$ cat config.mk
export PLATFORM = sky130hd
export DESIGN_NAME = bcd_segment_brightness_monitor_top
export DESIGN_NICKNAME = d
export VERILOG_FILES = /design/src/hdl/bsbm_pkg.sv /design/src/hdl/bcd_segment_brightness_monitor_top.sv /design/src/hdl/bsbm_ram.sv /design/src/hdl/bsbm_fifo.sv /design/src/hdl/bsbm_front.sv /design/src/hdl/bsbm_back.sv
export SDC_FILE = /design/constraint.sdc
export NUM_CORES = 2
export LEC_CHECK = 0
export BUFFER_PORTS_ARGS = -buffer_cell sky130_fd_sc_hd__buf_2
export CAP_MARGIN = 20
export CORE_MARGIN = 2
export CORE_UTILIZATION = 45
export CTS_CLUSTER_SIZE = 20
export DETAILED_ROUTE_END_ITERATION = 10
export PLACE_DENSITY_LB_ADDON = 0.3
export SYNTH_ARGS = -nofsm -noshare
export SYNTH_HDL_FRONTEND = slang
export SYNTH_SLANG_ARGS = --single-unit
$ cat constraint.sdc
create_clock -name clk -period 8.75 [get_ports clk]
set_input_delay 0.875 -clock clk [delete_from_list [all_inputs] [get_ports clk]]
set_output_delay 0.875 -clock clk [all_outputs]
set_load 0.01 [all_outputs]
$ cat src/hdl/bsbm_pkg.sv
// Types, constants and the segment decode table of the brightness monitor.
package bsbm_pkg;

  localparam int            CFG_IDX_W = 2;
  localparam logic [CFG_IDX_W-1:0] REG_LATCH_MODE = 2'd0;
  localparam logic [CFG_IDX_W-1:0] REG_PIN_MASK   = 2'd1;
  localparam logic [CFG_IDX_W-1:0] REG_SKIP_STEPS = 2'd2;
  localparam logic [CFG_IDX_W-1:0] REG_FRAME_LEN  = 2'd3;

  localparam logic ACT_TICK  = 1'b0;
  localparam logic ACT_FRAME = 1'b1;

  localparam logic CMD_SAMPLE = 1'b0;
  localparam logic CMD_FRAME  = 1'b1;

  localparam logic [16:0] TICK_MAX = 17'h1FFFF;

  typedef struct packed {
    logic        latch_mode;
    logic [7:0]  pin_connected_mask;
    logic [15:0] skip_steps;
    logic [15:0] steps_per_frame;
  } cfg_t;

  typedef struct packed {
    logic       action;
    logic [3:0] bcd_pins;
    logic [3:0] digit_pins;
  } in_item_t;

  typedef struct packed {
    logic [1:0] digit_index;
    logic [7:0] bright_a;
    logic [7:0] bright_b;
    logic [7:0] bright_c;
    logic [7:0] bright_d;
    logic [7:0] bright_e;
    logic [7:0] bright_f;
    logic [7:0] bright_g;
    logic [7:0] bright_point;
    logic       row_changed;
    logic       last_row;
  } out_row_t;

  // Segment pattern, bit 0 = a ... bit 6 = g; codes above nine are blank.
  function automatic logic [6:0] seg_decode(logic [3:0] code);
    logic [6:0] pat;
    case (code)
      4'd0:    pat = 7'h3F;
      4'd1:    pat = 7'h06;
      4'd2:    pat = 7'h5B;
      4'd3:    pat = 7'h4F;
      4'd4:    pat = 7'h66;
      4'd5:    pat = 7'h6D;
      4'd6:    pat = 7'h7D;
      4'd7:    pat = 7'h07;
      4'd8:    pat = 7'h7F;
      4'd9:    pat = 7'h6F;
      default: pat = 7'h00;
    endcase
    return pat;
  endfunction

endpackage

$ cat src/hdl/bcd_segment_brightness_monitor_top.sv
// Top level of the BCD seven-segment decoder brightness monitor.
//
// Input side is a queue: drive in_item and in_push; the item is taken on a
// clock edge where in_full is low. Results come out of a queue: while
// out_empty is low, out_row holds the oldest row; out_pop takes it.
// Configuration registers are written through cfg_we/cfg_index/cfg_wdata;
// the user writes them only while the block is idle; the block does not enforce it.
// Tick items are taken one per cycle while in_full is low; the front end
// decimates and decodes them and hands samples to the back end through a
// two-entry queue, and the back end updates its lit counters per sample.
// A frame-end item produces DIGITS rows. The back end runs each of the
// DIGITS*8 segments through a multiply, add, saturation check and an
// 8-step restoring divider, and emits a row after each digit.
// Ticks behind a frame end wait in the command queue and then stall input.
// If out_pop stays low, two rows wait in the result queue and the back
// end holds; the input side keeps accepting until the command queue fills.
// Synchronous reset clears counters, latches, the level valid bits and
// both queues at once; no clearing pass follows.
module bcd_segment_brightness_monitor_top #(
  parameter int DIGITS     = 4,
  parameter int COUNT_BITS = 16
) (
  input  logic                                  clk,
  input  logic                                  rst_n,
  input  logic                                  in_push,
  input  bsbm_pkg::in_item_t                    in_item,
  output logic                                  in_full,
  output logic                                  out_empty,
  input  logic                                  out_pop,
  output bsbm_pkg::out_row_t                    out_row,
  input  logic                                  cfg_we,
  input  logic [bsbm_pkg::CFG_IDX_W-1:0]        cfg_index,
  input  logic [15:0]                           cfg_wdata
);

  import bsbm_pkg::*;

  localparam int CMD_W = DIGITS * 7 + 1;
  localparam int ROW_W = $bits(out_row_t);

  cfg_t              cfg_r;
  logic              cmd_push;
  logic [CMD_W-1:0]  cmd_din;
  logic              cmd_full;
  logic              cmd_pop;
  logic [CMD_W-1:0]  cmd_dout;
  logic              cmd_empty;
  logic              row_push;
  out_row_t          row_data;
  logic              row_full;
  logic [ROW_W-1:0]  row_dout;

  always_ff @(posedge clk) begin
    if (!rst_n) begin
      cfg_r.latch_mode         <= 1'b0;
      cfg_r.pin_connected_mask <= 8'd0;
      cfg_r.skip_steps         <= 16'd0;
      cfg_r.steps_per_frame    <= 16'd1;
    end else if (cfg_we) begin
      case (cfg_index)
        REG_LATCH_MODE: cfg_r.latch_mode         <= cfg_wdata[0];
        REG_PIN_MASK:   cfg_r.pin_connected_mask <= cfg_wdata[7:0];
        REG_SKIP_STEPS: cfg_r.skip_steps         <= cfg_wdata;
        REG_FRAME_LEN:  cfg_r.steps_per_frame    <= cfg_wdata;
        default: begin
        end
      endcase
    end
  end

  bsbm_front #(.DIGITS(DIGITS)) u_front (
    .clk      (clk),
    .rst_n    (rst_n),
    .cfg      (cfg_r),
    .in_push  (in_push),
    .in_item  (in_item),
    .in_full  (in_full),
    .cmd_push (cmd_push),
    .cmd_data (cmd_din),
    .cmd_full (cmd_full)
  );

  bsbm_fifo #(.WIDTH(CMD_W), .DEPTH(2)) u_cmd_q (
    .clk   (clk),
    .rst_n (rst_n),
    .push  (cmd_push),
    .din   (cmd_din),
    .full  (cmd_full),
    .pop   (cmd_pop),
    .dout  (cmd_dout),
    .empty (cmd_empty)
  );

  bsbm_back #(.DIGITS(DIGITS), .COUNT_BITS(COUNT_BITS)) u_back (
    .clk       (clk),
    .rst_n     (rst_n),
    .cfg       (cfg_r),
    .cmd_empty (cmd_empty),
    .cmd_data  (cmd_dout),
    .cmd_pop   (cmd_pop),
    .row_push  (row_push),
    .row_data  (row_data),
    .row_full  (row_full)
  );

  bsbm_fifo #(.WIDTH(ROW_W), .DEPTH(2)) u_row_q (
    .clk   (clk),
    .rst_n (rst_n),
    .push  (row_push),
    .din   (row_data),
    .full  (row_full),
    .pop   (out_pop),
    .dout  (row_dout),
    .empty (out_empty)
  );

  assign out_row = out_row_t'(row_dout);

endmodule

$ cat src/hdl/bsbm_ram.sv
// Generic single-write, single-read RAM with registered read data.
module bsbm_ram #(
  parameter int WIDTH = 8,
  parameter int DEPTH = 32
) (
  input  logic                              clk,
  input  logic                              we,
  input  logic [(DEPTH>1?$clog2(DEPTH):1)-1:0] waddr,
  input  logic [WIDTH-1:0]                  wdata,
  input  logic                              re,
  input  logic [(DEPTH>1?$clog2(DEPTH):1)-1:0] raddr,
  output logic [WIDTH-1:0]                  rdata
);

  logic [WIDTH-1:0] mem_r [DEPTH];

  always_ff @(posedge clk) begin
    if (we) begin
      mem_r[waddr] <= wdata;
    end
    if (re) begin
      rdata <= mem_r[raddr];
    end
  end

endmodule

$ cat src/hdl/bsbm_fifo.sv
// Small register queue with push/full and pop/empty sides.
module bsbm_fifo #(
  parameter int WIDTH = 8,
  parameter int DEPTH = 2
) (
  input  logic             clk,
  input  logic             rst_n,
  input  logic             push,
  input  logic [WIDTH-1:0] din,
  output logic             full,
  input  logic             pop,
  output logic [WIDTH-1:0] dout,
  output logic             empty
);

  localparam int AW = (DEPTH > 1) ? $clog2(DEPTH) : 1;
  localparam int CW = $clog2(DEPTH + 1);

  logic [WIDTH-1:0] mem_r [DEPTH];
  logic [AW-1:0]    wp_r;
  logic [AW-1:0]    rp_r;
  logic [CW-1:0]    cnt_r;
  logic             do_push;
  logic             do_pop;

  assign full    = (cnt_r == CW'(DEPTH));
  assign empty   = (cnt_r == '0);
  assign dout    = mem_r[rp_r];
  assign do_push = push && !full;
  assign do_pop  = pop && !empty;

  always_ff @(posedge clk) begin
    if (!rst_n) begin
      wp_r  <= '0;
      rp_r  <= '0;
      cnt_r <= '0;
    end else begin
      if (do_push) begin
        wp_r <= (wp_r == AW'(DEPTH - 1)) ? '0 : wp_r + 1'b1;
      end
      if (do_pop) begin
        rp_r <= (rp_r == AW'(DEPTH - 1)) ? '0 : rp_r + 1'b1;
      end
      if (do_push && !do_pop) begin
        cnt_r <= cnt_r + 1'b1;
      end else if (do_pop && !do_push) begin
        cnt_r <= cnt_r - 1'b1;
      end
    end
  end

  always_ff @(posedge clk) begin
    if (do_push) begin
      mem_r[wp_r] <= din;
    end
  end

endmodule

$ cat src/hdl/bsbm_front.sv
// Front end: accepts items, decimates ticks, decodes pins and runs the digit latches.
module bsbm_front #(
  parameter int DIGITS = 4
) (
  input  logic                clk,
  input  logic                rst_n,
  input  bsbm_pkg::cfg_t      cfg,
  input  logic                in_push,
  input  bsbm_pkg::in_item_t  in_item,
  output logic                in_full,
  output logic                cmd_push,
  output logic [DIGITS*7:0]   cmd_data,
  input  logic                cmd_full
);

  import bsbm_pkg::*;

  logic [16:0]             tick_r;
  logic [16:0]             tick_inc;
  logic [DIGITS-1:0][6:0]  latch_r;
  logic [DIGITS-1:0][6:0]  latch_nxt;
  logic [DIGITS-1:0][6:0]  cnt_pat;
  logic [3:0]              conn;
  logic [7:0]              high_ext;
  logic [7:0]              low_ext;
  logic [6:0]              pat;
  logic                    take;
  logic                    accept;
  logic                    is_frame;

  always_comb begin
    conn     = cfg.pin_connected_mask[7:4];
    high_ext = {4'b0, in_item.digit_pins & conn};
    low_ext  = {4'b0, ~in_item.digit_pins & conn};
    pat      = seg_decode(in_item.bcd_pins & cfg.pin_connected_mask[3:0]);
    tick_inc = (tick_r != TICK_MAX) ? tick_r + 1'b1 : tick_r;
    take     = (tick_inc >= ({1'b0, cfg.skip_steps} + 17'd2));
    for (int d = 0; d < DIGITS; d++) begin
      if (cfg.latch_mode) begin
        latch_nxt[d] = low_ext[d] ? pat : latch_r[d];
        cnt_pat[d]   = latch_nxt[d];
      end else begin
        latch_nxt[d] = latch_r[d];
        cnt_pat[d]   = high_ext[d] ? pat : 7'h00;
      end
    end
    is_frame = (in_item.action == ACT_FRAME);
    accept   = in_push && !cmd_full;
    cmd_push = accept && (is_frame || take);
    cmd_data = {(is_frame ? CMD_FRAME : CMD_SAMPLE), cnt_pat};
  end

  assign in_full = cmd_full;

  always_ff @(posedge clk) begin
    if (!rst_n) begin
      tick_r  <= TICK_MAX;
      latch_r <= '0;
    end else if (accept) begin
      if (is_frame) begin
        // next frame samples on its first tick
        tick_r <= TICK_MAX;
      end else if (take) begin
        tick_r  <= '0;
        latch_r <= latch_nxt;
      end else begin
        tick_r <= tick_inc;
      end
    end
  end

endmodule

$ cat src/hdl/bsbm_back.sv
// Back end: lit counters, per-segment brightness divider and row assembly.
module bsbm_back #(
  parameter int DIGITS     = 4,
  parameter int COUNT_BITS = 16
) (
  input  logic                clk,
  input  logic                rst_n,
  input  bsbm_pkg::cfg_t      cfg,
  input  logic                cmd_empty,
  input  logic [DIGITS*7:0]   cmd_data,
  output logic                cmd_pop,
  output logic                row_push,
  output bsbm_pkg::out_row_t  row_data,
  input  logic                row_full
);

  import bsbm_pkg::*;

  localparam int NSEG  = DIGITS * 8;
  localparam int IDXW  = $clog2(NSEG);
  localparam int DIGW  = (DIGITS > 1) ? $clog2(DIGITS) : 1;
  localparam int CW10  = COUNT_BITS + 10;
  localparam int NUM_W = ((CW10 > 24) ? CW10 : 24) + 2;
  localparam logic [COUNT_BITS-1:0] CNT_MAX = '1;

  typedef enum logic [7:0] {
    ST_IDLE = 8'b0000_0001,
    ST_RD   = 8'b0000_0010,
    ST_MUL  = 8'b0000_0100,
    ST_SUM  = 8'b0000_1000,
    ST_CHK  = 8'b0001_0000,
    ST_DIV  = 8'b0010_0000,
    ST_WR   = 8'b0100_0000,
    ST_EMIT = 8'b1000_0000
  } state_t;

  state_t                  state_r;
  state_t                  state_nxt;
  logic [DIGW-1:0]         dig_r;
  logic [2:0]              seg_r;
  logic [IDXW-1:0]         idx;
  logic [COUNT_BITS-1:0]   lit_r [NSEG];
  logic [NSEG-1:0]         vld_r;
  logic [7:0]              old;
  logic [7:0]              old_r;
  logic [23:0]             prod_r;
  logic [CW10-1:0]         cnt_r;
  logic [NUM_W-1:0]        num_r;
  logic [24:0]             rem_r;
  logic [24:0]             dsh;
  logic [7:0]              q_r;
  logic [2:0]              bit_r;
  logic                    chg_r;
  logic [7:0]              lv_r [8];
  logic [15:0]             n_val;
  logic [16:0]             d_val;
  logic                    sat;
  logic                    last;
  logic                    cmd_kind;
  logic [DIGITS-1:0][6:0]  cmd_pat;
  logic [7:0]              ram_rdata;

  assign idx      = IDXW'({dig_r, seg_r});
  assign n_val    = (cfg.steps_per_frame == 16'd0) ? 16'd1 : cfg.steps_per_frame;
  assign d_val    = {n_val, 1'b0};
  assign sat      = (num_r >= NUM_W'({d_val, 8'd0}));
  assign dsh      = 25'(d_val) << bit_r;
  assign last     = (dig_r == DIGW'(DIGITS - 1));
  assign cmd_kind = cmd_data[DIGITS*7];
  assign cmd_pat  = cmd_data[DIGITS*7-1:0];
  assign old      = vld_r[idx] ? ram_rdata : 8'd0;

  bsbm_ram #(.WIDTH(8), .DEPTH(NSEG)) u_level (
    .clk   (clk),
    .we    (state_r == ST_WR),
    .waddr (idx),
    .wdata (q_r),
    .re    (state_r == ST_RD),
    .raddr (idx),
    .rdata (ram_rdata)
  );

  always_comb begin
    state_nxt = state_r;
    case (state_r)
      ST_IDLE: begin
        if (!cmd_empty && cmd_kind == CMD_FRAME) begin
          state_nxt = ST_RD;
        end
      end
      ST_RD:  state_nxt = ST_MUL;
      ST_MUL: state_nxt = ST_SUM;
      ST_SUM: state_nxt = ST_CHK;
      ST_CHK: state_nxt = sat ? ST_WR : ST_DIV;
      ST_DIV: begin
        if (bit_r == 3'd0) begin
          state_nxt = ST_WR;
        end
      end
      ST_WR:  state_nxt = (seg_r == 3'd7) ? ST_EMIT : ST_RD;
      ST_EMIT: begin
        if (!row_full) begin
          state_nxt = last ? ST_IDLE : ST_RD;
        end
      end
      default: state_nxt = ST_IDLE;
    endcase
  end

  always_comb begin
    cmd_pop  = ((state_r == ST_IDLE) && !cmd_empty && cmd_kind == CMD_SAMPLE) ||
               ((state_r == ST_EMIT) && !row_full && last);
    row_push = (state_r == ST_EMIT) && !row_full;
    row_data.digit_index  = 2'(dig_r);
    row_data.bright_a     = lv_r[0];
    row_data.bright_b     = lv_r[1];
    row_data.bright_c     = lv_r[2];
    row_data.bright_d     = lv_r[3];
    row_data.bright_e     = lv_r[4];
    row_data.bright_f     = lv_r[5];
    row_data.bright_g     = lv_r[6];
    row_data.bright_point = lv_r[7];
    row_data.row_changed  = chg_r;
    row_data.last_row     = last;
  end

  always_ff @(posedge clk) begin
    if (!rst_n) begin
      state_r <= ST_IDLE;
      vld_r   <= '0;
      for (int i = 0; i < NSEG; i++) begin
        lit_r[i] <= '0;
      end
    end else begin
      state_r <= state_nxt;
      if ((state_r == ST_IDLE) && !cmd_empty && cmd_kind == CMD_SAMPLE) begin
        // bump every counter whose segment is lit, saturating at full scale
        for (int d = 0; d < DIGITS; d++) begin
          for (int s = 0; s < 7; s++) begin
            if (cmd_pat[d][s] && lit_r[d*8+s] != CNT_MAX) begin
              lit_r[d*8+s] <= lit_r[d*8+s] + 1'b1;
            end
          end
        end
      end else if (state_r == ST_WR) begin
        lit_r[idx] <= '0;
        vld_r[idx] <= 1'b1;
      end
    end
  end

  always_ff @(posedge clk) begin
    case (state_r)
      ST_IDLE: begin
        dig_r <= '0;
        seg_r <= '0;
        chg_r <= 1'b0;
      end
      ST_MUL: begin
        old_r  <= old;
        prod_r <= old * n_val;
        cnt_r  <= lit_r[idx] * 10'd600;
      end
      ST_SUM: begin
        num_r <= NUM_W'(prod_r) + NUM_W'(cnt_r) + NUM_W'(n_val * 5'd30);
      end
      ST_CHK: begin
        if (sat) begin
          q_r <= 8'hFF;
        end else begin
          rem_r <= num_r[24:0];
          q_r   <= 8'd0;
          bit_r <= 3'd7;
        end
      end
      ST_DIV: begin
        // one restoring step per cycle, most significant quotient bit first
        if (rem_r >= dsh) begin
          rem_r        <= rem_r - dsh;
          q_r[bit_r]   <= 1'b1;
        end
        bit_r <= bit_r - 1'b1;
      end
      ST_WR: begin
        lv_r[seg_r] <= q_r;
        chg_r       <= chg_r | (q_r != old_r);
        seg_r       <= seg_r + 1'b1;
      end
      ST_EMIT: begin
        if (!row_full && !last) begin
          dig_r <= dig_r + 1'b1;
          chg_r <= 1'b0;
        end
      end
      default: begin
      end
    endcase
  end

endmodule

==> impl_metrics.xml <==
<?xml version="1.0" encoding="UTF-8"?>
<metrics>
  <group name="status">
    <metric name="run_status" unit="">complete, no violations</metric>
  </group>
  <group name="logic_synthesis">
    <metric name="post_synth_instance_area" unit="um2">64700</metric>
    <metric name="ys_seq_elements" unit="">1230</metric>
    <metric name="async_flop_share" unit="%">0</metric>
    <metric name="synth_sequential_area_ratio" unit="%">48.0</metric>
    <metric name="synth_warnings" unit="">0</metric>
    <metric name="synthesized_area_per_cell" unit="um2">10.7</metric>
    <metric name="synth_edf_count" unit="">646</metric>
    <metric name="post_synth_inst_count" unit="">6039</metric>
    <metric name="number_of_unique_standard_cell_types_used_by_synthesis" unit="">81</metric>
    <metric name="ys_dominant_reg_cell" unit="">sky130_fd_sc_hd__edfxtp_1</metric>
    <metric name="post_synth_net_total" unit="">6485</metric>
  </group>
  <group name="die">
    <metric name="die-area" unit="um2">147000</metric>
    <metric name="floorplan.initialDensity" unit="%">45.2</metric>
    <metric name="die_w" unit="um">383</metric>
    <metric name="floorplan.core_area" unit="um2">143000</metric>
    <metric name="dieHeight" unit="um">383</metric>
    <metric name="rows" unit="">139</metric>
    <metric name="design.portCount" unit="">102</metric>
  </group>
  <group name="finish">
    <metric name="final_layout_size_suffix_gt1_share" unit="%">10.9</metric>
    <metric name="top_library_cells_by_usage_in_the_layout_fill_and_taps_aside" unit="">sky130_fd_sc_hd__nor2_1 (769), sky130_fd_sc_hd__edfxtp_1 (646), sky130_fd_sc_hd__nand2_1 (604), sky130_fd_sc_hd__dfxtp_1 (582), sky130_fd_sc_hd__inv_1 (314)</metric>
    <metric name="most_common_library_cell_in_the_layout_ignoring_fill_and_taps" unit="">sky130_fd_sc_hd__nor2_1</metric>
    <metric name="final_util" unit="%">50.4</metric>
    <metric name="areaGrowthSynthToFinish" unit="%">11.4</metric>
    <metric name="final_area" unit="um2">72100</metric>
    <metric name="filler_cell_count" unit="">12717</metric>
    <metric name="layout.nets" unit="">6601</metric>
  </group>
  <group name="clock_tree">
    <metric name="clock_tree_from_tritoncts" unit="">done</metric>
    <metric name="clock_tree.htree_level_count" unit="">4</metric>
    <metric name="clk_path_buf_depth" unit="">3</metric>
    <metric name="setup_fix_buffers_added_after_clock_tree_synthesis" unit="">0</metric>
    <metric name="number_of_resized_instances_in_the_post_cts_repair_step" unit="">0</metric>
    <metric name="numCtsBuffers" unit="">134</metric>
    <metric name="clkSlewWorstSetupHoldPaths" unit="ns">0.07</metric>
    <metric name="clock-root-buffer" unit="">sky130_fd_sc_hd__clkbuf_16</metric>
    <metric name="cts_num_sinks" unit="">1230</metric>
    <metric name="clk_latency" unit="ns">0.78</metric>
    <metric name="ctsHoldBuffers" unit="">0</metric>
  </group>
  <group name="run">
    <metric name="maxCapViolations" unit="">0</metric>
  </group>
  <group name="power_and_ir_drop">
    <metric name="post-layout-total-power" unit="mW">15.0</metric>
    <metric name="peakVddDrop" unit="V">0.000156</metric>
    <metric name="power.static_leakage" unit="nW">27.0</metric>
    <metric name="pwr_density_cell" unit="nW/um2">208</metric>
  </group>
  <group name="worst_setup_path">
    <metric name="ff2ff_setup_slack" unit="ns">0.52</metric>
    <metric name="critical_path_required" unit="ns">9.26</metric>
    <metric name="r2r_end" unit="">u_back.prod_r[23]</metric>
    <metric name="criticalPathCategory" unit="">reg -&gt; reg</metric>
    <metric name="critPathMaxFanout" unit="">18</metric>
    <metric name="endpoint_class_of_the_critical_path" unit="">flip-flop</metric>
    <metric name="timing.rr.start" unit="">u_back.seg_r[1]</metric>
    <metric name="worstSetupStartpointType" unit="">flip-flop</metric>
    <metric name="worst_ep_arrival" unit="ns">8.74</metric>
    <metric name="r2r.worst_path.cells" unit="">23</metric>
  </group>
  <group name="timing">
    <metric name="clock_skew" unit="ns">0.0261</metric>
    <metric name="timing_max_transition_violations_final" unit="">0</metric>
    <metric name="timing_worst_slew_pin_value" unit="ns">1.14</metric>
    <metric name="finalCriticalPeriod" unit="ns">8.23</metric>
    <metric name="achievable-frequency" unit="GHz">0.122</metric>
    <metric name="finalHoldViolCount" unit="">0</metric>
    <metric name="rsz0062_at_grt" unit="">no</metric>
    <metric name="setup_viol" unit="">0</metric>
    <metric name="timing.final.crit_share" unit="%">94.0</metric>
    <metric name="slew_headroom" unit="%">23.6</metric>
    <metric name="setup_tns" unit="ns">0</metric>
  </group>
  <group name="global_route">
    <metric name="track_usage" unit="%">22.8</metric>
    <metric name="grt-ovfl-total" unit="">0</metric>
    <metric name="met1_usage" unit="%">31.7</metric>
    <metric name="grtUsageMet3" unit="%">3.36</metric>
    <metric name="grt_antenna_before_repair" unit="">1</metric>
    <metric name="number_of_global_route_vias_before_repair" unit="">44577</metric>
    <metric name="busiest_layer" unit="">met2</metric>
    <metric name="grt_max_degree" unit="">109</metric>
    <metric name="wire_length_of_the_first_global_routing_pass" unit="um">260000</metric>
    <metric name="grtUsageMet2" unit="%">36.1</metric>
  </group>
  <group name="place">
    <metric name="gp_routability_congestion" unit="">0.915</metric>
    <metric name="post-dp-hpwl" unit="um">121000</metric>
    <metric name="place_area" unit="um2">67400</metric>
    <metric name="port_buffers" unit="">101</metric>
  </group>
  <group name="detailed_routing">
    <metric name="drt-pass1-iter-count" unit="">9</metric>
    <metric name="first_iter_violations" unit="">4124</metric>
    <metric name="drcViolationCount" unit="">0</metric>
    <metric name="num_vias" unit="">45839</metric>
    <metric name="wirelength_per_cell" unit="um">20.5</metric>
    <metric name="routed_via_density" unit="">5.61</metric>
    <metric name="ant_nets" unit="">0</metric>
    <metric name="finalWirelength" unit="um">168000</metric>
  </group>
  <group name="worst_hold_path">
    <metric name="min_path_type" unit="">in -&gt; reg</metric>
    <metric name="hp-start" unit="">cfg_wdata[11]</metric>
    <metric name="min_delay_path_depth" unit="">3</metric>
    <metric name="worstHoldEndpoint" unit="">cfg_r[27]</metric>
  </group>
</metrics>
sequential cells by signal, indices dropped and copies added (netlist names), 8 cells and up, named ones only:
| register | cells |
|---|---|
| cfg_r | 41 |
| u_back.cnt_r | 23 |
| u_back.lit_r | 448 |
| u_back.lv_r | 64 |
| u_back.num_r | 28 |
| u_back.old_r | 8 |
| u_back.prod_r | 24 |
| u_back.q_r | 8 |
| u_back.rem_r | 24 |
| u_back.state_r | 8 |
| u_back.u_level.mem_r | 256 |
| u_back.u_level.rdata | 8 |
| u_back.vld_r | 32 |
| u_cmd_q.mem_r | 58 |
| u_front.latch_r | 28 |
| u_front.tick_r | 17 |
| u_row_q.mem_r | 136 |
through the flow:
stage          setup WS [ns]  instances  hold slack [ns]
2_1_floorplan           1.82       6039            0.400
3_3_place_gp           0.599       7888            0.408
3_5_place_dp           0.475       7898            0.419
4_1_cts                0.426       8139            0.330
5_1_grt               0.0818       8163            0.365
6_report               0.522       8164            0.382
kinds of logic (layout without fill, tap and decap cells):
kind of cell    count (synthesis)  count (layout)  share of synthesized area (%)
compound gates                805             805                           7.38
buf+inv                       536             757                           3.14
xor+xnor                      505             505                           6.83
fa+ha+maj                     414             414                           9.58
mux                           432             432                           10.1
flops                        1230            1230                           48.0
other cells                     1               2                        0.00579
simple gates                 2116            2116                           15.0
routing by layer:
metal  part of all wire, %  vias to the layer above
li1                      -                    21557
met1                    45                    22562
met2                    46                     1443
met3                   6.1                      277
met4                   3.5                        0
met5                     0                        -
synth_stat cells (all sizes together) (36+ instances only):
cell,n,area share (%)
a21oi,259,2.0
o21ai,291,2.3
or3,87,0.84
nor3,81,0.77
dfxtp,584,18
buf,50,0.32
a21o,56,0.65
nand2,609,3.5
nor2,773,4.5
edfxtp,646,30
o21a,36,0.42
mux4,167,5.8
inv,316,1.8
xor2,294,4.0
clkbuf,165,0.96
mux2,75,1.3
mux2i,190,2.9
nand3,169,1.3
and3,122,1.2
nand2b,43,0.42
xnor2,211,2.9
fa,136,4.2
ha,278,5.4
nand4,90,0.87
final cells by class:
cell class / instances / area, um2 / share of cell area [%]
Tap cell: 1903 / 2380 / 3.30
Antenna cell: 1 / 2.50 / 0.00347
Clock inverter: 67 / 802 / 1.11
Timing Repair Buffer: 195 / 1240 / 1.72
Multi-Input combinational cell: 4273 / 31700 / 43.9
Inverter: 321 / 1200 / 1.67
Sequential cell: 1230 / 31100 / 43.1
Clock buffer: 174 / 3680 / 5.11
where the power goes:
| group | total (mW) | switching (mW) | internal [mW] | leakage, nW |
|---|---|---|---|---|
| sequential | 6.37 | 0.171 | 6.20 | 10.7 |
| combinational | 2.86 | 1.77 | 1.10 | 14.2 |
| clock | 5.78 | 2.42 | 3.36 | 2.18 |
| total | 15.0 | 4.35 | 10.7 | 27.0 |
worst max-delay path, stage by stage (launching register included):
cell and delay (ns):
sky130_fd_sc_hd__edfxtp_1 0.81, sky130_fd_sc_hd__mux4_2 0.60, sky130_fd_sc_hd__mux4_2 0.49, sky130_fd_sc_hd__nand2_1 0.09
sky130_fd_sc_hd__nand2_1 0.45, sky130_fd_sc_hd__nand2_2 0.49, sky130_fd_sc_hd__inv_1 0.15, sky130_fd_sc_hd__nand2_1 0.12
sky130_fd_sc_hd__fa_1 0.46, sky130_fd_sc_hd__fa_1 0.55, sky130_fd_sc_hd__inv_1 0.06, sky130_fd_sc_hd__fa_1 0.54
sky130_fd_sc_hd__inv_1 0.06, sky130_fd_sc_hd__fa_1 0.53, sky130_fd_sc_hd__inv_1 0.05, sky130_fd_sc_hd__ha_1 0.34
sky130_fd_sc_hd__a21boi_0 0.18, sky130_fd_sc_hd__o31ai_1 0.52, sky130_fd_sc_hd__a311oi_1 0.20, sky130_fd_sc_hd__o21a_1 0.25
sky130_fd_sc_hd__o21a_1 0.20, sky130_fd_sc_hd__o41a_1 0.36, sky130_fd_sc_hd__a221oi_1 0.35, sky130_fd_sc_hd__xnor2_1 0.10
worst max-delay path by stage:
stage | startpoint | to | slack (ns)
2_1_floorplan | cfg_r[14] | u_back.num_r[26] | 1.82
3_3_place_gp | u_back.seg_r[1] | u_back.prod_r[23] | 0.60
3_5_place_dp | u_back.seg_r[1] | u_back.prod_r[23] | 0.47
4_1_cts | u_back.seg_r[1] | u_back.prod_r[23] | 0.43
5_1_grt | u_back.seg_r[1] | u_back.prod_r[23] | 0.08
6_report | u_back.seg_r[1] | u_back.prod_r[23] | 0.52
Power figures use the tool's default switching activity.
